**src/rtl/twcf_pkg.sv**
```systemverilog
package twcf_pkg;

  localparam int DEPTH = 256;
  localparam int PTR_W = $clog2(DEPTH);

  localparam logic [7:0] TAG_WORD      = 8'd2;
  localparam logic [7:0] TOKEN_RELEASE = 8'd1;
  localparam int         WORD_SLOTS    = 5;

  typedef enum logic [1:0] {
    ACT_PUT_TOKEN = 2'd0,
    ACT_PUT_WORD  = 2'd1,
    ACT_GET_TOKEN = 2'd2,
    ACT_GET_WORD  = 2'd3
  } action_t;

  typedef enum logic [1:0] {
    ST_DONE    = 2'd0,
    ST_NO_ROOM = 2'd1,
    ST_OWNED   = 2'd2,
    ST_EMPTY   = 2'd3
  } status_t;

  typedef struct packed {
    logic [1:0]  action;
    logic [3:0]  sender;
    logic [7:0]  token_in;
    logic [31:0] word_in;
  } in_word_t;

  typedef struct packed {
    logic [1:0]  status;
    logic [7:0]  token_out;
    logic [31:0] word_out;
    logic        word_valid;
  } out_word_t;

  typedef struct packed {
    logic             we;
    logic [PTR_W-1:0] addr;
    logic [7:0]       wdata;
  } mem_req_t;

endpackage

```
**src/rtl/token_word_channel_fifo_unit.sv**
```systemverilog
// Channel  Direction  Payload                                 Handshake
// in_      input      action, sender, token_in, word_in       in_valid / in_stall
// out_     output     status, token_out, word_out, word_valid out_valid / out_stall
//
// One request in flight; a put or get of a word moves it one byte per
// cycle through the single-port byte ring, whose read data is registered.
// Reset: rst_n synchronous; clears pointers, owner, sequencer state and the output valid flag.
// Ring contents are not cleared.
// A new word is taken once the previous result sits in the output register;
// out_stall only holds that register and the sequencer's finished result.
module token_word_channel_fifo_unit (
  input  logic                clk,
  input  logic                rst_n,
  input  logic                in_valid,
  output logic                in_stall,
  input  twcf_pkg::in_word_t  in_data,
  output logic                out_valid,
  input  logic                out_stall,
  output twcf_pkg::out_word_t out_data
);

  twcf_pkg::mem_req_t  mem_req;
  logic [7:0]          mem_rdata;
  logic                busy;
  logic                res_valid;
  logic                res_ready;
  twcf_pkg::out_word_t res;

  logic                out_valid_r;
  twcf_pkg::out_word_t out_data_r;

  // byte ring storage
  twcf_ram #(
    .DATA_W (8),
    .ADDR_W (twcf_pkg::PTR_W),
    .WORDS  (twcf_pkg::DEPTH)
  ) u_ram (
    .clk   (clk),
    .we    (mem_req.we),
    .addr  (mem_req.addr),
    .wdata (mem_req.wdata),
    .rdata (mem_rdata)
  );

  // put/get sequencer: pointers, owner, byte-serial word framing
  twcf_ctrl u_ctrl (
    .clk        (clk),
    .rst_n      (rst_n),
    .item_valid (in_valid),
    .item       (in_data),
    .busy       (busy),
    .mem_req    (mem_req),
    .mem_rdata  (mem_rdata),
    .res_valid  (res_valid),
    .res        (res),
    .res_ready  (res_ready)
  );

  assign in_stall  = busy;

  // output register: free when empty or being drained this cycle
  assign res_ready = !out_valid_r || !out_stall;

  always_ff @(posedge clk) begin
    if (!rst_n) begin
      out_valid_r <= 1'b0;
    end else if (res_ready) begin
      out_valid_r <= res_valid;
    end
  end

  always_ff @(posedge clk) begin
    if (res_ready && res_valid) begin
      out_data_r <= res;
    end
  end

  assign out_valid = out_valid_r;
  assign out_data  = out_data_r;

`ifndef NO_ASSERTIONS
  // an accepted word always keeps the sequencer busy in the following cycle
  a_busy_after_accept: assert property (@(posedge clk) disable iff (!rst_n)
    in_valid && !in_stall |=> in_stall)
    else $error("sequencer idle right after accept");

  // a handed-over result shows up at the output next cycle
  a_result_lands: assert property (@(posedge clk) disable iff (!rst_n)
    res_valid && res_ready |=> out_valid)
    else $error("result lost on hand-over");

  // a delivered word only comes with a done status
  a_word_done: assert property (@(posedge clk) disable iff (!rst_n)
    out_valid && out_data.word_valid |-> out_data.status == twcf_pkg::ST_DONE)
    else $error("word_valid with non-done status");
`endif

endmodule

```
**src/rtl/twcf_ram.sv**
```systemverilog
module twcf_ram #(
  parameter int DATA_W = 8,
  parameter int ADDR_W = 8,
  parameter int WORDS  = 256
) (
  input  logic              clk,
  input  logic              we,
  input  logic [ADDR_W-1:0] addr,
  input  logic [DATA_W-1:0] wdata,
  output logic [DATA_W-1:0] rdata
);

  logic [DATA_W-1:0] mem [WORDS];
  logic [DATA_W-1:0] rdata_r;

  always_ff @(posedge clk) begin
    if (we) begin
      mem[addr] <= wdata;
    end
    rdata_r <= mem[addr];
  end

  assign rdata = rdata_r;

endmodule

```
**src/rtl/twcf_ctrl.sv**
```systemverilog
module twcf_ctrl (
  input  logic                clk,
  input  logic                rst_n,
  input  logic                item_valid,
  input  twcf_pkg::in_word_t  item,
  output logic                busy,
  output twcf_pkg::mem_req_t  mem_req,
  input  logic [7:0]          mem_rdata,
  output logic                res_valid,
  output twcf_pkg::out_word_t res,
  input  logic                res_ready
);

  localparam int PW = twcf_pkg::PTR_W;

  typedef enum logic [2:0] {
    S_IDLE,
    S_PUT_WORD,
    S_GET_HEAD,
    S_GET_WORD,
    S_DONE
  } state_t;

  state_t        state_r, state_nxt;
  logic [PW-1:0] wp_r, wp_nxt;
  logic [PW-1:0] rp_r, rp_nxt;
  logic [PW-1:0] p_r, p_nxt;
  logic [4:0]    owner_r, owner_nxt;
  logic [1:0]    cnt_r, cnt_nxt;
  logic [1:0]    act_r, act_nxt;
  logic [31:0]   word_r, word_nxt;
  logic [1:0]    status_r, status_nxt;
  logic [7:0]    tok_r, tok_nxt;
  logic          valid_r, valid_nxt;

  logic [PW-1:0] held;
  logic [4:0]    me;
  logic          accept;

  function automatic logic [PW-1:0] adv(input logic [PW-1:0] p);
    adv = (p == PW'(twcf_pkg::DEPTH - 1)) ? '0 : p + PW'(1);
  endfunction

  // occupancy, modulo DEPTH
  assign held   = wp_r - rp_r + ((wp_r < rp_r) ? PW'(twcf_pkg::DEPTH) : '0);
  assign me     = {1'b0, item.sender} + 5'd1;
  assign busy   = (state_r != S_IDLE);
  assign accept = item_valid && !busy;

  always_comb begin
    state_nxt  = state_r;
    wp_nxt     = wp_r;
    rp_nxt     = rp_r;
    p_nxt      = p_r;
    owner_nxt  = owner_r;
    cnt_nxt    = cnt_r;
    act_nxt    = act_r;
    word_nxt   = word_r;
    status_nxt = status_r;
    tok_nxt    = tok_r;
    valid_nxt  = valid_r;
    mem_req    = '{we: 1'b0, addr: rp_r, wdata: 8'd0};

    unique case (state_r)
      S_IDLE: begin
        if (accept) begin
          act_nxt    = item.action;
          word_nxt   = item.word_in;
          status_nxt = twcf_pkg::ST_DONE;
          tok_nxt    = 8'd0;
          valid_nxt  = 1'b0;
          cnt_nxt    = 2'd0;
          state_nxt  = S_DONE;
          if (item.action == twcf_pkg::ACT_PUT_TOKEN ||
              item.action == twcf_pkg::ACT_PUT_WORD) begin
            if (owner_r != 5'd0 && owner_r != me) begin
              status_nxt = twcf_pkg::ST_OWNED;
            end else begin
              owner_nxt = me;  // taken before the room test
              if (item.action == twcf_pkg::ACT_PUT_TOKEN) begin
                if (held != PW'(twcf_pkg::DEPTH - 1)) begin
                  mem_req = '{we: 1'b1, addr: wp_r, wdata: item.token_in};
                  wp_nxt  = adv(wp_r);
                  if (item.token_in == twcf_pkg::TOKEN_RELEASE) begin
                    owner_nxt = 5'd0;
                  end
                end else begin
                  status_nxt = twcf_pkg::ST_NO_ROOM;
                end
              end else begin
                if (held <= PW'(twcf_pkg::DEPTH - 1 - twcf_pkg::WORD_SLOTS)) begin
                  mem_req   = '{we: 1'b1, addr: wp_r, wdata: twcf_pkg::TAG_WORD};
                  wp_nxt    = adv(wp_r);
                  state_nxt = S_PUT_WORD;
                end else begin
                  status_nxt = twcf_pkg::ST_NO_ROOM;
                end
              end
            end
          end else if (held == '0) begin
            status_nxt = twcf_pkg::ST_EMPTY;
          end else begin
            mem_req   = '{we: 1'b0, addr: rp_r, wdata: 8'd0};
            p_nxt     = adv(rp_r);
            state_nxt = S_GET_HEAD;
          end
        end
      end

      S_PUT_WORD: begin
        mem_req  = '{we: 1'b1, addr: wp_r, wdata: word_r[7:0]};
        wp_nxt   = adv(wp_r);
        word_nxt = {8'd0, word_r[31:8]};
        cnt_nxt  = cnt_r + 2'd1;
        if (cnt_r == 2'd3) begin
          state_nxt = S_DONE;
        end
      end

      S_GET_HEAD: begin
        tok_nxt   = mem_rdata;
        state_nxt = S_DONE;
        // prefetch first word byte; harmless if unused
        mem_req   = '{we: 1'b0, addr: p_r, wdata: 8'd0};
        if (act_r == twcf_pkg::ACT_GET_TOKEN) begin
          if (mem_rdata != twcf_pkg::TAG_WORD) begin
            rp_nxt = p_r;
          end
        end else if (mem_rdata == twcf_pkg::TAG_WORD) begin
          if (held < PW'(twcf_pkg::WORD_SLOTS)) begin
            status_nxt = twcf_pkg::ST_EMPTY;
          end else begin
            p_nxt     = adv(p_r);
            state_nxt = S_GET_WORD;
          end
        end
      end

      S_GET_WORD: begin
        mem_req  = '{we: 1'b0, addr: p_r, wdata: 8'd0};
        word_nxt = {mem_rdata, word_r[31:8]};
        cnt_nxt  = cnt_r + 2'd1;
        if (cnt_r == 2'd3) begin
          rp_nxt    = p_r;
          valid_nxt = 1'b1;
          state_nxt = S_DONE;
        end else begin
          p_nxt = adv(p_r);
        end
      end

      S_DONE: begin
        if (res_ready) begin
          state_nxt = S_IDLE;
        end
      end

      default: begin
        state_nxt = S_IDLE;
      end
    endcase
  end

  always_ff @(posedge clk) begin
    if (!rst_n) begin
      state_r <= S_IDLE;
      wp_r    <= '0;
      rp_r    <= '0;
      owner_r <= 5'd0;
    end else begin
      state_r <= state_nxt;
      wp_r    <= wp_nxt;
      rp_r    <= rp_nxt;
      owner_r <= owner_nxt;
    end
  end

  always_ff @(posedge clk) begin
    p_r      <= p_nxt;
    cnt_r    <= cnt_nxt;
    act_r    <= act_nxt;
    word_r   <= word_nxt;
    status_r <= status_nxt;
    tok_r    <= tok_nxt;
    valid_r  <= valid_nxt;
  end

  assign res_valid      = (state_r == S_DONE);
  assign res.status     = status_r;
  assign res.token_out  = tok_r;
  assign res.word_out   = valid_r ? word_r : 32'd0;
  assign res.word_valid = valid_r;

endmodule
```
**config.mk**
```make
export PLATFORM = sky130hd
export DESIGN_NAME = token_word_channel_fifo_unit
export DESIGN_NICKNAME = d
export VERILOG_FILES = /design/src/rtl/twcf_pkg.sv /design/src/rtl/token_word_channel_fifo_unit.sv /design/src/rtl/twcf_ram.sv /design/src/rtl/twcf_ctrl.sv
export SDC_FILE = /design/constraint.sdc
export NUM_CORES = 2
export LEC_CHECK = 0
export ABC_AREA = 0
export BUFFER_PORTS_ARGS = -buffer_cell sky130_fd_sc_hd__buf_4
export CORE_MARGIN = 3
export CORE_UTILIZATION = 40
export DETAILED_ROUTE_END_ITERATION = 7
export GPL_TIMING_DRIVEN = 0
export SYNTH_ARGS = -nofsm -noshare
export SYNTH_HDL_FRONTEND = slang
export SYNTH_HIERARCHICAL = 1
export SYNTH_SLANG_ARGS = --single-unit
```
**constraint.sdc**
```tcl
create_clock -name clk -period 21 [get_ports clk]
set_input_delay 6.3 -clock clk [delete_from_list [all_inputs] [get_ports clk]]
set_output_delay 6.3 -clock clk [all_outputs]
set_load 0.005 [all_outputs]
```
==> out/qor.yml <==
status: "finished clean"
core-area_um2: 210000
crit_fanout: 10
utilization_pct: 46.0
routedWlPerCell_um: 31.4
n_fill_cell: 17700
hold_ws_ns: 0.413
vias: 43700
hp-start: "u_ctrl/tok_r[3]"
syn_to_final_growth_pct: 14.1
clkSinkCount: 2179
cts_buffers: 208
die_w_um: 466
seqCellArea_um2: 65100
rrSetupSlack_ns: 11.95
clk_path_buf_depth: 3
finalSetupViolations: 0
top_usage_layer: "met2"
dp_hpwl_mm: 158
cts_tree: "done"
viasPerCell: 5.88
synthArstFlopShare_pct: 0
finalSetupTns_ns: 0
ioPinCount: 95
dpl_cell_area_um2: 90200
fin_nets: 4502
cts_hold_buf: 0
num_rows: 168
max_slew.worst_pin.slew_ns: 1.38
grt_pass1_wl_mm: 326
max_cap_violations: 0
grt_pass1_vias: 43200
first_iter_violations: 5490
ctsHtreeMaxLevel: 4
post_cts_buffers: 0
grt-ovfl-total: 0
start_util_pct: 40.3
io_buffers: 94
synth.avg_cell_area_um2: 20.7
finalWirelength_mm: 233
period_needed_ns: 13.53
syn_inst: 4090
slew_headroom_pct: 7.56
clock_latency_ns: 0.83
reg2reg_from: "u_ctrl/rp_r[0]"
finish.instance_area_um2: 96700
cts-root-buf: "clkbuf_16"
die_area_um2: 217000
dp_cells: 7031
fin_cells: 7426
slew_violations: 0
multiInputGateArea_um2: 18500
drc: 0
syn_nets: 4154
r2r_end: "u_ram/mem[48][3]"
hold_path.class: "register to register"
grt.met3_usage_pct: 5.74
hold_viol: 0
ys_warn_count: 6
synth_cell_types: 66
ant_nets: 0
max_freq_mhz: 73.9
critical_path_class: "input pin to register"
drive_gt1_share_pct: 23.0
die_y_um: 466
synth_edf_count: 2146
hold_path_depth: 0
grt_max_degree: 90
p_leak_uw: 0.0294
first_pass_iters: 7
arrival_ns: 13.96
end_kind: "register"
synthesis.area_um2: 84800
fin_skew_ns: 0.0317
antenna_found_initial: 16
cts_resized: 0
use_met2_pct: 32.8
gr-usage-met1_pct: 28.8
power_density_nw_per_um2: 96.0
crit_path_start_kind: "input pin"
rsz0062_at_grt: "no"
finalCritPeriodShare_pct: 64.4
cts.reportedPaths.clkPinSlew_ns: 0.06
peakVddDrop_uv: 89.3
place_congestion: 0.939
synth_seq_cells: 2179
yosysSeqAreaShare_pct: 76.8
synth-main-ff-cell: "edfxtp_1"
cp.required_ns: 21.43
reg2reg_depth: 17
min_to: "out_data[36]"
globalRouteTotalUtil_pct: 21.2
state kept, by name, summed over array words and instances (netlist names):
| signal | cells |
|---|---|
| u_ram/rdata | 8 |
| u_ctrl/status_r | 2 |
| u_ctrl/word_r | 32 |
| out_data | 43 |
| out_valid | 1 |
| u_ctrl/valid_r | 1 |
| u_ctrl/owner_r | 5 |
| u_ctrl/wp_r | 8 |
| u_ram/mem | 2048 |
| u_ctrl/cnt_r | 2 |
| u_ctrl/state_r | 3 |
| u_ctrl/tok_r | 8 |
| u_ctrl/p_r | 8 |
| u_ctrl/rp_r | 8 |
| u_ctrl/act_r | 2 |
worst max-delay path: stages:
cell      delay, ns
buf_4          0.13
ha_1           0.24
xor3_1         0.35
nor3_1         0.14
a31oi_1        0.16
nor3_1         0.65
o31ai_2        0.40
a311oi_1       0.38
a21o_1         0.12
clkbuf_1       0.70
nor2b_1        0.21
clkbuf_1       0.54
clkbuf_1       1.03
buf_2          0.41
nand3_1        0.43
clkbuf_2       0.76
nor2_1         0.91
per-stage QoR:
step	power [uW]	worst slack, ns
after floorplan	5480	1.12
after global placement	5820	-12.75
after detailed placement	5780	6.76
after CTS	9360	7.64
after global routing	9580	7.37
final	9290	7.47
report_power, final:
| part | switching [uW] | internal, uW | total (uW) |
|---|---|---|---|
| registers | 27.2 | 4890 | 4920 |
| logic | 477 | 290 | 767 |
| clock network | 1580 | 2020 | 3600 |
| total | 2090 | 7200 | 9290 |
area by class of cell:
cell class,count,area share [%]
antenna,10,0.0259
buffer,254,1.25
clock buffer,265,5.70
clock inverter,118,1.01
inverter,18,0.0699
multi-input combinational,1639,19.2
sequential,2179,67.3
tap,2805,3.63
timing repair buffer,138,1.84
worst max-delay path by stage:
stage | from | to | slack (ns) | cells past startpoint
detailed placement | in_data[40] | u_ram/mem[218][3] | 6.76 | 17
floorplan | in_data[40] | u_ram/mem[0][1] | 1.12 | 7
finish | in_data[40] | u_ram/mem[218][7] | 7.47 | 17
global route | in_data[40] | u_ram/mem[48][3] | 7.37 | 16
global placement | in_data[40] | u_ram/mem[81][1] | -12.75 | 8
CTS | in_data[40] | u_ram/mem[218][7] | 7.64 | 17
Yosys cell counts (32+ instances only):
cell	number	area, um2
and2_1	46	288
mux4_2	512	11500
o41ai_1	32	280
a21oi_1	158	791
nor2_1	265	995
a22oi_1	256	1920
dfxtp_1	33	661
buf_2	36	180
edfxtp_1	2146	64400
nor3_1	43	215
nand2_1	67	251
nand3_1	37	185
clkbuf_1	161	604
cell usage in the layout, fill, tap and decap left out, types with 32 or more instances in the layout:
cell       instances
a21oi_1          158
a22oi_1          256
and2_1            45
buf_16            32
buf_2             38
buf_4            112
clkbuf_1         196
clkbuf_16        211
clkinv_1          70
dfxtp_1           33
edfxtp_1        2146
mux4_2           512
nand2_1           67
nand3_1           37
nor2_1           265
o41ai_1           32
per-layer routing:
metal,vias up,share of wire (%),routed length (um)
li1,17800,-,-
met1,23300,40,92200
met2,2098,47,109000
met3,425,9.7,22600
met4,6,3.9,9030
met5,-,0.039,91
cells by family after synthesis:
kind of cell / count (synthesis) / share of synthesized area [%]
muxes: 547 / 14.1
AOI/OAI and AO/OA: 526 / 4.29
xor gates and xnor gates: 27 / 0.306
and+or+nand+nor: 525 / 2.84
buffers and inverters: 272 / 1.48
DFF: 2179 / 76.8
adders and majority gates: 14 / 0.216
No activity file was read; power rests on OpenSTA's default activity.
